### config.mk
export PLATFORM = sky130hd
export DESIGN_NAME = frame_buffer_pool_manager_core_flat
export DESIGN_NICKNAME = d
export VERILOG_FILES = /design/src/rtl/core/fbp_pkg.sv /design/src/rtl/core/fbp_if.sv /design/src/rtl/core/fbp_ram.sv /design/src/rtl/core/fbp_front.sv /design/src/rtl/core/fbp_cmd_fifo.sv /design/src/rtl/core/fbp_back.sv /design/src/rtl/core/frame_buffer_pool_manager_core.sv /design/src/flat_wrapper.sv
export SDC_FILE = /design/constraint.sdc
export NUM_CORES = 2
export LEC_CHECK = 0
export ABC_AREA = 1
export BUFFER_PORTS_ARGS = -buffer_cell sky130_fd_sc_hd__buf_4
export CAP_MARGIN = 20
export CORE_MARGIN = 5
export CORE_UTILIZATION = 35
export CTS_BUF_LIST = sky130_fd_sc_hd__clkbuf_4 sky130_fd_sc_hd__clkbuf_8
export DETAILED_ROUTE_END_ITERATION = 6
export GPL_TIMING_DRIVEN = 0
export PLACE_DENSITY = 0.52
export SYNTH_ARGS = -nofsm -noshare
export SYNTH_HDL_FRONTEND = slang
export SYNTH_SLANG_ARGS = --single-unit
### constraint.sdc
create_clock -name clk -period 5.4 [get_ports clk]
set_input_delay 1.08 -clock clk [delete_from_list [all_inputs] [get_ports clk]]
set_output_delay 1.08 -clock clk [all_outputs]
set_load 0.05 [all_outputs]
### src/rtl/core/fbp_pkg.sv
// Shared types, codes and constants of the frame buffer pool manager.
package fbp_pkg;

  localparam int ID_W           = 6;
  localparam int OP_W           = 3;
  localparam int STATUS_W       = 2;
  localparam int CNT_W          = 7;
  localparam int FSTATE_W       = 3;
  localparam int DEF_POOL_DEPTH = 64;
  localparam int RESET_FRAMES   = 16;

  localparam logic [CNT_W-1:0] RESET_FRAME_COUNT = CNT_W'(RESET_FRAMES);

  // Operation codes on the request channel
  localparam logic [OP_W-1:0] OP_REQUEST     = 3'd0;
  localparam logic [OP_W-1:0] OP_RET_DECODED = 3'd1;
  localparam logic [OP_W-1:0] OP_SHARE       = 3'd2;
  localparam logic [OP_W-1:0] OP_GET_DISPLAY = 3'd3;
  localparam logic [OP_W-1:0] OP_RET_DISPLAY = 3'd4;
  localparam logic [OP_W-1:0] OP_FLUSH       = 3'd5;

  typedef enum logic [FSTATE_W-1:0] {
    FS_FREE        = 3'd0,
    FS_DECODING    = 3'd1,
    FS_DISPLAY     = 3'd2,
    FS_SHARED      = 3'd3,
    FS_SHARED_FREE = 3'd4
  } fstate_t;

  typedef enum logic [STATUS_W-1:0] {
    STS_OK     = 2'd0,
    STS_BAD_ID = 2'd1,
    STS_FULL   = 2'd2
  } status_t;

  // Command class decided by the front end
  typedef enum logic [2:0] {
    K_REQUEST,
    K_RET_DECODED,
    K_SHARE,
    K_GET_DISPLAY,
    K_RET_DISPLAY,
    K_FLUSH,
    K_BAD_ID,
    K_NOP
  } kind_t;

  typedef struct packed {
    kind_t           kind;
    logic [ID_W-1:0] id;
    logic            valid_req;
  } cmd_t;

  typedef enum logic {
    BK_IDLE,
    BK_EXEC
  } back_state_t;

endpackage

### src/rtl/core/fbp_if.sv
// Channel interfaces of the frame buffer pool manager: request, response, config.
interface fbp_in_if;
  import fbp_pkg::*;
  logic            valid;
  logic            ready;
  logic [OP_W-1:0] operation;
  logic [ID_W-1:0] frame_id;
  logic            valid_req;
  modport source (output valid, operation, frame_id, valid_req, input ready);
  modport sink   (input valid, operation, frame_id, valid_req, output ready);
endinterface

interface fbp_out_if;
  import fbp_pkg::*;
  logic                valid;
  logic                ready;
  logic [ID_W-1:0]     out_frame;
  logic                found;
  logic [STATUS_W-1:0] status;
  logic [CNT_W-1:0]    free_count;
  logic [CNT_W-1:0]    ready_count;
  modport source (output valid, out_frame, found, status, free_count, ready_count,
                  input ready);
  modport sink   (input valid, out_frame, found, status, free_count, ready_count,
                  output ready);
endinterface

interface fbp_cfg_if;
  import fbp_pkg::*;
  logic             valid;
  logic             ready;
  logic [CNT_W-1:0] data;
  modport source (output valid, data, input ready);
  modport sink   (input valid, data, output ready);
endinterface

### src/rtl/core/fbp_ram.sv
// Generic single-write, single-read RAM with registered read data.
module fbp_ram #(
  parameter int WIDTH = 8,
  parameter int DEPTH = 64
) (
  input  logic                     clk,
  input  logic                     we,
  input  logic [$clog2(DEPTH)-1:0] waddr,
  input  logic [WIDTH-1:0]         wdata,
  input  logic [$clog2(DEPTH)-1:0] raddr,
  output logic [WIDTH-1:0]         rdata
);

  logic [WIDTH-1:0] mem [DEPTH];

  always_ff @(posedge clk) begin
    if (we) begin
      mem[waddr] <= wdata;
    end
    rdata <= mem[raddr];
  end

endmodule

### src/rtl/core/fbp_front.sv
// Front end: holds the frame count register, checks ids and classifies requests.
module fbp_front #(
  parameter int POOL_DEPTH = fbp_pkg::DEF_POOL_DEPTH
) (
  input  logic                            clk,
  input  logic                            rst,
  fbp_in_if.sink                          req,
  fbp_cfg_if.sink                         cfg,
  input  logic                            fifo_full,
  output logic                            cmd_push,
  output fbp_pkg::cmd_t                   cmd,
  output logic [$clog2(POOL_DEPTH+1)-1:0] eff_count
);
  import fbp_pkg::*;

  localparam int FW  = $clog2(POOL_DEPTH + 1);
  localparam int CW  = (FW > CNT_W) ? FW : CNT_W;
  localparam int CIW = (FW > ID_W) ? FW : ID_W;

  logic [CNT_W-1:0] frame_count;
  logic [CW-1:0]    cnt_ext;
  logic [CW-1:0]    eff_ext;
  logic             uses_id;
  logic             bad_id;
  kind_t            kind;

  assign cfg.ready = 1'b1;

  always_ff @(posedge clk) begin
    if (rst) begin
      frame_count <= RESET_FRAME_COUNT;
    end else if (cfg.valid) begin
      frame_count <= cfg.data;
    end
  end

  // Clamp the pool size to the storage depth
  assign cnt_ext   = CW'(frame_count);
  assign eff_ext   = (cnt_ext > CW'(POOL_DEPTH)) ? CW'(POOL_DEPTH) : cnt_ext;
  assign eff_count = FW'(eff_ext);

  assign bad_id = CIW'(req.frame_id) >= CIW'(eff_count);

  always_comb begin
    uses_id = 1'b0;
    unique case (req.operation)
      OP_REQUEST:     kind = K_REQUEST;
      OP_RET_DECODED: begin
        kind    = K_RET_DECODED;
        uses_id = 1'b1;
      end
      OP_SHARE: begin
        kind    = K_SHARE;
        uses_id = 1'b1;
      end
      OP_GET_DISPLAY: kind = K_GET_DISPLAY;
      OP_RET_DISPLAY: begin
        kind    = K_RET_DISPLAY;
        uses_id = 1'b1;
      end
      OP_FLUSH:       kind = K_FLUSH;
      default:        kind = K_NOP;
    endcase
    if (uses_id && bad_id) begin
      kind = K_BAD_ID;
    end
  end

  assign req.ready     = !fifo_full;
  assign cmd_push      = req.valid && !fifo_full;
  assign cmd.kind      = kind;
  assign cmd.id        = req.frame_id;
  assign cmd.valid_req = req.valid_req;

endmodule

### src/rtl/core/fbp_cmd_fifo.sv
// Two-entry command queue between the front end and the back end.
module fbp_cmd_fifo (
  input  logic          clk,
  input  logic          rst,
  input  logic          push,
  input  fbp_pkg::cmd_t push_cmd,
  output logic          full,
  input  logic          pop,
  output logic          cmd_valid,
  output fbp_pkg::cmd_t head_cmd
);
  import fbp_pkg::*;

  cmd_t       q [2];
  logic       wr_ptr;
  logic       rd_ptr;
  logic [1:0] cnt;

  assign full      = (cnt == 2'd2);
  assign cmd_valid = (cnt != 2'd0);
  assign head_cmd  = q[rd_ptr];

  always_ff @(posedge clk) begin
    if (push) begin
      q[wr_ptr] <= push_cmd;
    end
  end

  always_ff @(posedge clk) begin
    if (rst) begin
      wr_ptr <= 1'b0;
      rd_ptr <= 1'b0;
      cnt    <= 2'd0;
    end else begin
      if (push) begin
        wr_ptr <= !wr_ptr;
      end
      if (pop) begin
        rd_ptr <= !rd_ptr;
      end
      case ({push, pop})
        2'b10:   cnt <= cnt + 2'd1;
        2'b01:   cnt <= cnt - 2'd1;
        default: cnt <= cnt;
      endcase
    end
  end

endmodule

### src/rtl/core/fbp_back.sv
// Back end: frame state and queue memories, command execution and response register.
module fbp_back #(
  parameter int POOL_DEPTH = fbp_pkg::DEF_POOL_DEPTH
) (
  input  logic                            clk,
  input  logic                            rst,
  input  logic                            cmd_valid,
  input  fbp_pkg::cmd_t                   cmd,
  output logic                            cmd_pop,
  input  logic [$clog2(POOL_DEPTH+1)-1:0] eff_count,
  fbp_out_if.source                       rsp
);
  import fbp_pkg::*;

  localparam int AW = $clog2(POOL_DEPTH);
  localparam int FW = $clog2(POOL_DEPTH + 1);
  localparam int SW = FW + 1;
  localparam int RST_FILL = (RESET_FRAMES > POOL_DEPTH) ? POOL_DEPTH : RESET_FRAMES;

  back_state_t bk_state, bk_state_next;
  cmd_t        cur;

  logic [AW-1:0] free_head, free_head_next;
  logic [FW-1:0] free_fill, free_fill_next;
  logic [AW-1:0] disp_head, disp_head_next;
  logic [FW-1:0] disp_fill, disp_fill_next;
  logic [POOL_DEPTH-1:0] st_vld;
  logic [POOL_DEPTH-1:0] fq_vld;

  logic                rsp_valid;
  logic [ID_W-1:0]     rsp_frame;
  logic                rsp_found;
  logic [STATUS_W-1:0] rsp_status;
  logic [CNT_W-1:0]    rsp_free_count;
  logic [CNT_W-1:0]    rsp_ready_count;

  logic                start;
  logic                exec;
  logic                flush;
  logic [ID_W-1:0]     res_frame;
  logic                res_found;
  status_t             res_status;

  logic                st_we;
  logic [AW-1:0]       st_waddr;
  fstate_t             st_wdata;
  logic [FSTATE_W-1:0] st_rdata;
  logic                fq_we;
  logic [AW-1:0]       fq_waddr;
  logic [ID_W-1:0]     fq_rdata;
  logic                dq_we;
  logic [AW-1:0]       dq_waddr;
  logic [ID_W-1:0]     dq_rdata;

  logic [AW-1:0]   cur_idx;
  fstate_t         st_cur;
  logic [ID_W-1:0] fq_head_val;
  logic [SW-1:0]   fq_sum;
  logic [SW-1:0]   dq_sum;
  logic [AW-1:0]   fq_tail;
  logic [AW-1:0]   dq_tail;
  logic            free_full;
  logic            disp_full;
  logic [AW-1:0]   free_head_inc;
  logic [AW-1:0]   disp_head_inc;

  // Memories: read every cycle, write during execution
  fbp_ram #(.WIDTH(FSTATE_W), .DEPTH(POOL_DEPTH)) u_state_ram (
    .clk   (clk),
    .we    (st_we),
    .waddr (st_waddr),
    .wdata (st_wdata),
    .raddr (AW'(cmd.id)),
    .rdata (st_rdata)
  );

  fbp_ram #(.WIDTH(ID_W), .DEPTH(POOL_DEPTH)) u_free_ram (
    .clk   (clk),
    .we    (fq_we),
    .waddr (fq_waddr),
    .wdata (cur.id),
    .raddr (free_head),
    .rdata (fq_rdata)
  );

  fbp_ram #(.WIDTH(ID_W), .DEPTH(POOL_DEPTH)) u_disp_ram (
    .clk   (clk),
    .we    (dq_we),
    .waddr (dq_waddr),
    .wdata (cur.id),
    .raddr (disp_head),
    .rdata (dq_rdata)
  );

  // Next state
  always_comb begin
    unique case (bk_state)
      BK_IDLE: bk_state_next = start ? BK_EXEC : BK_IDLE;
      BK_EXEC: bk_state_next = BK_IDLE;
      default: bk_state_next = BK_IDLE;
    endcase
  end

  // FSM outputs
  always_comb begin
    start = 1'b0;
    exec  = 1'b0;
    unique case (bk_state)
      BK_IDLE: start = cmd_valid && (!rsp_valid || rsp.ready);
      BK_EXEC: exec  = 1'b1;
      default: start = 1'b0;
    endcase
  end

  assign cmd_pop = start;

  // Entries without a valid bit read as their reset value
  assign cur_idx     = AW'(cur.id);
  assign st_cur      = st_vld[cur_idx] ? fstate_t'(st_rdata) : FS_FREE;
  assign fq_head_val = fq_vld[free_head] ? fq_rdata : ID_W'(free_head);

  assign fq_sum  = SW'(free_head) + SW'(free_fill);
  assign dq_sum  = SW'(disp_head) + SW'(disp_fill);
  assign fq_tail = (fq_sum >= SW'(POOL_DEPTH)) ? AW'(fq_sum - SW'(POOL_DEPTH)) : AW'(fq_sum);
  assign dq_tail = (dq_sum >= SW'(POOL_DEPTH)) ? AW'(dq_sum - SW'(POOL_DEPTH)) : AW'(dq_sum);

  assign free_full = (free_fill == FW'(POOL_DEPTH));
  assign disp_full = (disp_fill == FW'(POOL_DEPTH));
  assign free_head_inc = (free_head == AW'(POOL_DEPTH - 1)) ? '0 : free_head + AW'(1);
  assign disp_head_inc = (disp_head == AW'(POOL_DEPTH - 1)) ? '0 : disp_head + AW'(1);

  // Execute the held command
  always_comb begin
    free_head_next = free_head;
    free_fill_next = free_fill;
    disp_head_next = disp_head;
    disp_fill_next = disp_fill;
    flush      = 1'b0;
    res_frame  = '0;
    res_found  = 1'b0;
    res_status = STS_OK;
    st_we      = 1'b0;
    st_waddr   = cur_idx;
    st_wdata   = FS_FREE;
    fq_we      = 1'b0;
    fq_waddr   = fq_tail;
    dq_we      = 1'b0;
    dq_waddr   = dq_tail;
    if (exec) begin
      case (cur.kind)
        K_REQUEST: begin
          if (free_fill != '0) begin
            res_found      = 1'b1;
            res_frame      = fq_head_val;
            free_head_next = free_head_inc;
            free_fill_next = free_fill - FW'(1);
            st_we          = 1'b1;
            st_waddr       = AW'(fq_head_val);
            st_wdata       = FS_DECODING;
          end
        end
        K_RET_DECODED: begin
          if (st_cur == FS_DECODING && cur.valid_req) begin
            if (disp_full) begin
              res_status = STS_FULL;
            end else begin
              dq_we          = 1'b1;
              disp_fill_next = disp_fill + FW'(1);
              st_we          = 1'b1;
              st_wdata       = FS_DISPLAY;
            end
          end else if (st_cur == FS_DECODING || st_cur == FS_SHARED_FREE) begin
            if (free_full) begin
              res_status = STS_FULL;
            end else begin
              fq_we          = 1'b1;
              free_fill_next = free_fill + FW'(1);
              st_we          = 1'b1;
              st_wdata       = FS_FREE;
            end
          end else if (st_cur == FS_SHARED) begin
            st_we    = 1'b1;
            st_wdata = FS_DISPLAY;
          end
        end
        K_SHARE: begin
          if (disp_full) begin
            res_status = STS_FULL;
          end else begin
            dq_we          = 1'b1;
            disp_fill_next = disp_fill + FW'(1);
            st_we          = 1'b1;
            st_wdata       = FS_SHARED;
          end
        end
        K_GET_DISPLAY: begin
          if (disp_fill != '0) begin
            res_found      = 1'b1;
            res_frame      = dq_rdata;
            disp_head_next = disp_head_inc;
            disp_fill_next = disp_fill - FW'(1);
          end
        end
        K_RET_DISPLAY: begin
          if (st_cur == FS_DISPLAY) begin
            if (free_full) begin
              res_status = STS_FULL;
            end else begin
              fq_we          = 1'b1;
              free_fill_next = free_fill + FW'(1);
              st_we          = 1'b1;
              st_wdata       = FS_FREE;
            end
          end else if (st_cur == FS_SHARED) begin
            st_we    = 1'b1;
            st_wdata = FS_SHARED_FREE;
          end
        end
        K_FLUSH: begin
          flush          = 1'b1;
          free_head_next = '0;
          free_fill_next = eff_count;
          disp_head_next = '0;
          disp_fill_next = '0;
        end
        K_BAD_ID: res_status = STS_BAD_ID;
        default:  res_status = STS_OK;
      endcase
    end
  end

  always_ff @(posedge clk) begin
    if (start) begin
      cur <= cmd;
    end
    if (exec) begin
      rsp_frame       <= res_frame;
      rsp_found       <= res_found;
      rsp_status      <= res_status;
      rsp_free_count  <= CNT_W'(free_fill_next);
      rsp_ready_count <= CNT_W'(disp_fill_next);
    end
  end

  always_ff @(posedge clk) begin
    if (rst) begin
      bk_state  <= BK_IDLE;
      free_head <= '0;
      free_fill <= FW'(RST_FILL);
      disp_head <= '0;
      disp_fill <= '0;
      st_vld    <= '0;
      fq_vld    <= '0;
      rsp_valid <= 1'b0;
    end else begin
      bk_state  <= bk_state_next;
      free_head <= free_head_next;
      free_fill <= free_fill_next;
      disp_head <= disp_head_next;
      disp_fill <= disp_fill_next;
      if (flush) begin
        st_vld <= '0;
        fq_vld <= '0;
      end else begin
        if (st_we) begin
          st_vld[st_waddr] <= 1'b1;
        end
        if (fq_we) begin
          fq_vld[fq_waddr] <= 1'b1;
        end
      end
      if (exec) begin
        rsp_valid <= 1'b1;
      end else if (rsp.ready) begin
        rsp_valid <= 1'b0;
      end
    end
  end

  assign rsp.valid       = rsp_valid;
  assign rsp.out_frame   = rsp_frame;
  assign rsp.found       = rsp_found;
  assign rsp.status      = rsp_status;
  assign rsp.free_count  = rsp_free_count;
  assign rsp.ready_count = rsp_ready_count;

endmodule

### src/rtl/core/frame_buffer_pool_manager_core.sv
// Path: an accepted request passes the command queue, then the back end's idle
//   state (frame state read) and execute state, and then its response is registered.
// The back end takes a new command only from its idle state, so it does not take
//   one while the last is still executing on the frame state and queue memories.
// Reset (synchronous): pool of 16 frames, all free, free queue holds ids 0..15,
//   display queue empty. Valid bits clear at once, so no clearing pass is needed.
module frame_buffer_pool_manager_core #(
  parameter int POOL_DEPTH = fbp_pkg::DEF_POOL_DEPTH
) (
  input  logic      clk,
  input  logic      rst,
  fbp_in_if.sink    req,
  fbp_out_if.source rsp,
  fbp_cfg_if.sink   cfg
);
  import fbp_pkg::*;

  localparam int FW = $clog2(POOL_DEPTH + 1);

  // Front end to queue
  logic          cmd_push;
  cmd_t          front_cmd;
  logic          fifo_full;

  // Queue to back end
  logic          cmd_valid;
  logic          cmd_pop;
  cmd_t          head_cmd;

  // Effective pool size: frame count clamped to the storage depth
  logic [FW-1:0] eff_count;

  // Front end: take a request, check its frame id against the pool size and
  // classify it. It stalls only when the command queue is full.
  fbp_front #(.POOL_DEPTH(POOL_DEPTH)) u_front (
    .clk       (clk),
    .rst       (rst),
    .req       (req),
    .cfg       (cfg),
    .fifo_full (fifo_full),
    .cmd_push  (cmd_push),
    .cmd       (front_cmd),
    .eff_count (eff_count)
  );

  // Command queue: decouple request acceptance from execution so a new
  // request is taken while a response waits on the output side.
  fbp_cmd_fifo u_cmd_fifo (
    .clk       (clk),
    .rst       (rst),
    .push      (cmd_push),
    .push_cmd  (front_cmd),
    .full      (fifo_full),
    .pop       (cmd_pop),
    .cmd_valid (cmd_valid),
    .head_cmd  (head_cmd)
  );

  // Back end: read frame state and queue heads, then update state, queues
  // and counts and load the response register. Hold a new command while the
  // response register is occupied and not being drained.
  fbp_back #(.POOL_DEPTH(POOL_DEPTH)) u_back (
    .clk       (clk),
    .rst       (rst),
    .cmd_valid (cmd_valid),
    .cmd       (head_cmd),
    .cmd_pop   (cmd_pop),
    .eff_count (eff_count),
    .rsp       (rsp)
  );

endmodule
### src/flat_wrapper.sv
// flat-port wrapper written by rule: the top's interface ports become plain ports
module frame_buffer_pool_manager_core_flat import fbp_pkg::*;
#(
  parameter int POOL_DEPTH = fbp_pkg::DEF_POOL_DEPTH
)
  (clk, rst, req_valid, req_operation, req_frame_id, req_valid_req, req_ready, rsp_valid, rsp_out_frame, rsp_found, rsp_status, rsp_free_count, rsp_ready_count, rsp_ready, cfg_valid, cfg_data, cfg_ready);
  fbp_in_if req_i ();
  fbp_out_if rsp_i ();
  fbp_cfg_if cfg_i ();
  input  logic clk;
  input  logic rst;
  input wire logic [$bits(req_i.valid)-1:0] req_valid;
  input wire logic [$bits(req_i.operation)-1:0] req_operation;
  input wire logic [$bits(req_i.frame_id)-1:0] req_frame_id;
  input wire logic [$bits(req_i.valid_req)-1:0] req_valid_req;
  output wire logic [$bits(req_i.ready)-1:0] req_ready;
  output wire logic [$bits(rsp_i.valid)-1:0] rsp_valid;
  output wire logic [$bits(rsp_i.out_frame)-1:0] rsp_out_frame;
  output wire logic [$bits(rsp_i.found)-1:0] rsp_found;
  output wire logic [$bits(rsp_i.status)-1:0] rsp_status;
  output wire logic [$bits(rsp_i.free_count)-1:0] rsp_free_count;
  output wire logic [$bits(rsp_i.ready_count)-1:0] rsp_ready_count;
  input wire logic [$bits(rsp_i.ready)-1:0] rsp_ready;
  input wire logic [$bits(cfg_i.valid)-1:0] cfg_valid;
  input wire logic [$bits(cfg_i.data)-1:0] cfg_data;
  output wire logic [$bits(cfg_i.ready)-1:0] cfg_ready;
  assign req_i.valid = req_valid;
  assign req_i.operation = req_operation;
  assign req_i.frame_id = req_frame_id;
  assign req_i.valid_req = req_valid_req;
  assign req_ready = req_i.ready;
  assign rsp_valid = rsp_i.valid;
  assign rsp_out_frame = rsp_i.out_frame;
  assign rsp_found = rsp_i.found;
  assign rsp_status = rsp_i.status;
  assign rsp_free_count = rsp_i.free_count;
  assign rsp_ready_count = rsp_i.ready_count;
  assign rsp_i.ready = rsp_ready;
  assign cfg_i.valid = cfg_valid;
  assign cfg_i.data = cfg_data;
  assign cfg_ready = cfg_i.ready;
  frame_buffer_pool_manager_core #(.POOL_DEPTH(POOL_DEPTH)) u_core (.clk(clk), .rst(rst), .req(req_i), .rsp(rsp_i), .cfg(cfg_i));
endmodule
==> run_results.csv <==
group,metric,value,unit
timing,rsz0062_at_grt,"true",
logic_synthesis,synth.cell_area,50220,sq um
power,pwr-share-seq,0.423,
logic_synthesis,syn_nets,4626,
run_status,violations,"design-rule violations",
global_route,use_met1,0.3102,
clocking,root_buffer,"clkbuf_8",
critical_path,worst-r2r-cell-count,17,
critical_path,required,5.98,ns
detailed_routing,vias,38370,
final_layout,nNetsFinal,4921,
final_layout,stdcell_area,58280,sq um
detailed_routing,dr.first_iter.drc_count,4716,
floorplan,rows,139,
final_layout,syn_to_final_growth,16.05,%
logic_synthesis,yosysWarnings,0,
detailed_routing,first_pass_iters,7,
logic_synthesis,ys_top_cells_by_area,"edfxtp_1 61%, dfxtp_1 7.3%, nor2_1 6.3%",
final_layout,drive_above_1_share,0.1020,
critical_path,path_class,"reg2reg",
detailed_routing,wire_per_inst,25.16,microns
critical_path,cp_common_cell,"nand3_1",
power,power_leakage,19.53,nW
power,p_int,17.42,mW
logic_synthesis,synth_area_per_cell,10.97,sq um
floorplan,die_width,388.8,microns
timing,setup_viol,0,
hold_path,hold_path_end,"u_core.u_cmd_fifo.q[0][4]",
timing,finalHoldViolations,0,
global_route,use_met2,0.3372,
floorplan,initial_core_util,0.3509,
global_route,antenna_found_initial,5,
power,p_sw_frac,0.3446,
floorplan,dieArea,151200,sq um
power,finalPower,26.58,mW
logic_synthesis,ys_ff_latch,1196,
timing,period_minus_slack,5.244,ns
place,port_buffers,45,
place,routabilityCongestion,0.9467,
logic_synthesis,synth_top_cell_area_share,0.6057,
power,p_switching,9.159,mW
floorplan,chipHeight,388.8,microns
critical_path,arrival,5.83,ns
timing,fin_ws,0.1558,ns
power,pwr_density_cell,456.1,nW/um^2
global_route,top_usage_layer,"met2",
logic_synthesis,yosysMostFrequentCell,"edfxtp_1",
global_route,grt_max_degree,35,
critical_path,r2r-end,"u_core.u_back.u_disp_ram.mem[55][1]",
power,ir_drop,307.0,uV
logic_synthesis,synth-async-reset-ratio,0,
logic_synthesis,synth_edf_count,1013,
clocking,path_clk_slew,0.06,ns
global_route,grt_usage,0.2228,
timing,worst_pin_slew,1.284,ns
logic_synthesis,synthDistinctLibCells,54,
global_route,grt_util_met3,0.05012,
global_route,grt_pass1_wl,249600,microns
logic_synthesis,yosysSeqAreaShare,0.6786,
critical_path,crit_chain,"buf_16 > buf_4 > buf_2 > nand2_1 > nand3_1 > nand3_1 > nand2_1 > nand2_1 > nand3_1 > nand3_2 > nand2_4 > nand2_4 > inv_2 > nand3_1 > a21oi_2 > nand4_1 > nor2_1",
hold_path,min_from,"req_frame_id[3]",
clocking,cts_made_buffers,200,
timing,fin_skew,0.07615,ns
job,maxCapViolCount,0,
clocking,htree_levels,4,
timing,max_freq,0.1907,GHz
clocking,cts_tree,"built",
detailed_routing,drc,6,
logic_synthesis,synth_common_cells,"1,013 x edfxtp_1, 848 x nor2_1, 599 x o21ai_0",
place,hpwl,117400,microns
hold_path,worstHoldPathType,"in2reg",
logic_synthesis,synth_top_area_cell,"edfxtp_1",
floorplan,core,143100,sq um
floorplan,ios,48,
global_route,grt_pass1_vias,36270,
timing,finalCritPeriodShare,0.9711,
timing,hold_ws,0.3422,ns
logic_synthesis,synth_cells,4577,
clocking,worstSkewPairLatency,0.97,ns
timing,final_max_slew_viol_count,0,
place,post-place-ws,0.2076,ns
power,p_comb_frac,0.260,
critical_path,cp_max_fo,14,
hold_path,hold_depth,1,
critical_path,rrSetupSlack,0.16,ns
power,p_clk_frac,0.317,
critical_path,end_kind,"register",
logic_synthesis,synth_flop_cell,"edfxtp_1",
place,postPlaceCellArea,54120,sq um
global_route,gr-total-overflow,0,
critical_path,cp-startpoint,"u_core.u_back.cur_idx[0]",
critical_path,critical_path.max_stage_delay,0.89,ns
critical_path,cp_slowest_cell,"edfxtp_1",
critical_path,r2r-start,"u_core.u_back.cur_idx[0]",
timing,slew_headroom,0.1437,
run_status,status,"complete, but fails checks",
clocking,clk_path_buf_depth,3,
detailed_routing,ant_nets,0,
critical_path,cp-start-kind,"register",
clocking,clock_sinks,1196,
detailed_routing,vias_per_cell,5.532,
detailed_routing,drt_wl_total,174500,microns
==> cell type report <==
type	instances	area (sq um)
Buffer	282	1170
Multi-Input combinational cell	2837	14030
Sequential cell	1196	34080
Timing Repair Buffer	93	1511
Clock inverter	82	747.0
Clock buffer	278	3369
Tap cell	1903	2381
Fill cell	13640	84850
Inverter	262	985.9
Antenna cell	3	7.507
==> what timing repair did <==
item	CTS	global route
hold buffers	0	0
setup buffers	0	2
setup endpoints to repair	0	69
resized for setup	0	7
==> critical path, delay by kind of cell (launching register included) <==
kind	cells	cell delay, ns
DFF	1	0.89
buffers and inverters	4	0.86
AOI/OAI and AO/OA	1	0.37
and+or+nand+nor	12	2.74
==> cells in the final DEF, fill, tap and decap left out, types with 5 or more instances in the layout <==
master	count
clkbuf_1	238
clkinv_2	29
inv_6	6
nor2_2	7
nor2_4	6
bufinv_16	10
nor2_1	839
or2_2	13
inv_2	7
edfxtp_1	1013
o21ai_0	599
clkbuf_4	74
buf_16	36
clkinv_1	35
nor3_1	10
xnor2_1	5
inv_1	247
nand3_1	256
a211oi_1	11
clkbuf_8	205
nand4_1	15
o211ai_1	62
a21oi_1	176
buf_12	5
a31oi_1	12
o22ai_1	74
o21ai_1	5
ha_1	25
nand2_1	485
a221oi_1	6
o221ai_1	167
buf_2	20
xor2_1	13
dfxtp_1	183
a311o_1	9
buf_4	64
==> power groups by stage <==
stage	sequential (mW)	combinational, mW	clock [mW]
floorplan	11.9	2.94	0
global placement	12.5	5.13	0
detailed placement	11.4	6.76	0
CTS	11.2	6.78	8.56
global route	11.3	7.30	9.01
finish	11.2	6.91	8.43
==> cells by family (layout without fill, tap and decap cells) <==
kind of cell / count (synthesis) / after routing / share of synthesized area
simple gates: 1654 / 1654 / 0.1341
flops: 1196 / 1196 / 0.6786
compound gates: 1137 / 1137 / 0.1341
buf+inv: 544 / 997 / 0.04293
fa+ha+maj: 27 / 27 / 0.007025
xor+xnor: 18 / 18 / 0.003139
other cells: 1 / 4 / 0.00007467
==> how the worst max path moves through the flow <==
| stage | end | slack [ns] |
|---|---|---|
| final | u_core.u_back.u_disp_ram.mem[55][1] | 0.16 |
| after global routing | u_core.u_back.u_disp_ram.mem[30][5] | -0.08 |
| after CTS | u_core.u_back.u_disp_ram.mem[23][2] | 0.14 |
| after detailed placement | u_core.u_back.u_disp_ram.mem[44][2] | 0.21 |
| after global placement | u_core.u_back.u_state_ram.mem[48][2] | -4.98 |
| after floorplan | u_core.u_back.u_state_ram.mem[0][2] | 0.16 |
==> registers in the layout, summed over array words and instances (netlist names), 7 cells and up, named ones only <==
| register | flops |
|---|---|
| u_core.u_back.u_disp_ram.mem | 384 |
| u_core.u_back.u_free_ram.mem | 384 |
| u_core.u_back.u_state_ram.mem | 192 |
| u_core.u_back.fq_vld | 64 |
| u_core.u_back.st_vld | 64 |
| u_core.u_cmd_fifo.q | 20 |
| u_core.u_back.disp_fill | 7 |
| u_core.u_back.free_fill | 7 |
| u_core.u_back.rsp.free_count | 7 |
| u_core.u_back.rsp.ready_count | 7 |
| u_core.u_front.cnt_ext | 7 |
==> metrics by stage <==
stage / util / cells / setup TNS, ns
6_report: 0.4072 / 6936 / 0
5_1_grt: 0.4072 / 6935 / -1.896
4_1_cts: 0.4069 / 6930 / 0
3_5_place_dp: 0.3781 / 6570 / 0
3_3_place_gp: 0.3699 / 6525 / -3860.45
2_1_floorplan: - / 4577 / 0
==> routing by layer <==
metal | part of all wire | wire, microns
met4 | 0.041 | 7230
met5 | 0.000075 | 13
met1 | 0.42 | 73460
met3 | 0.097 | 16860
met2 | 0.44 | 76910
No activity file was read; power rests on OpenSTA's default activity.
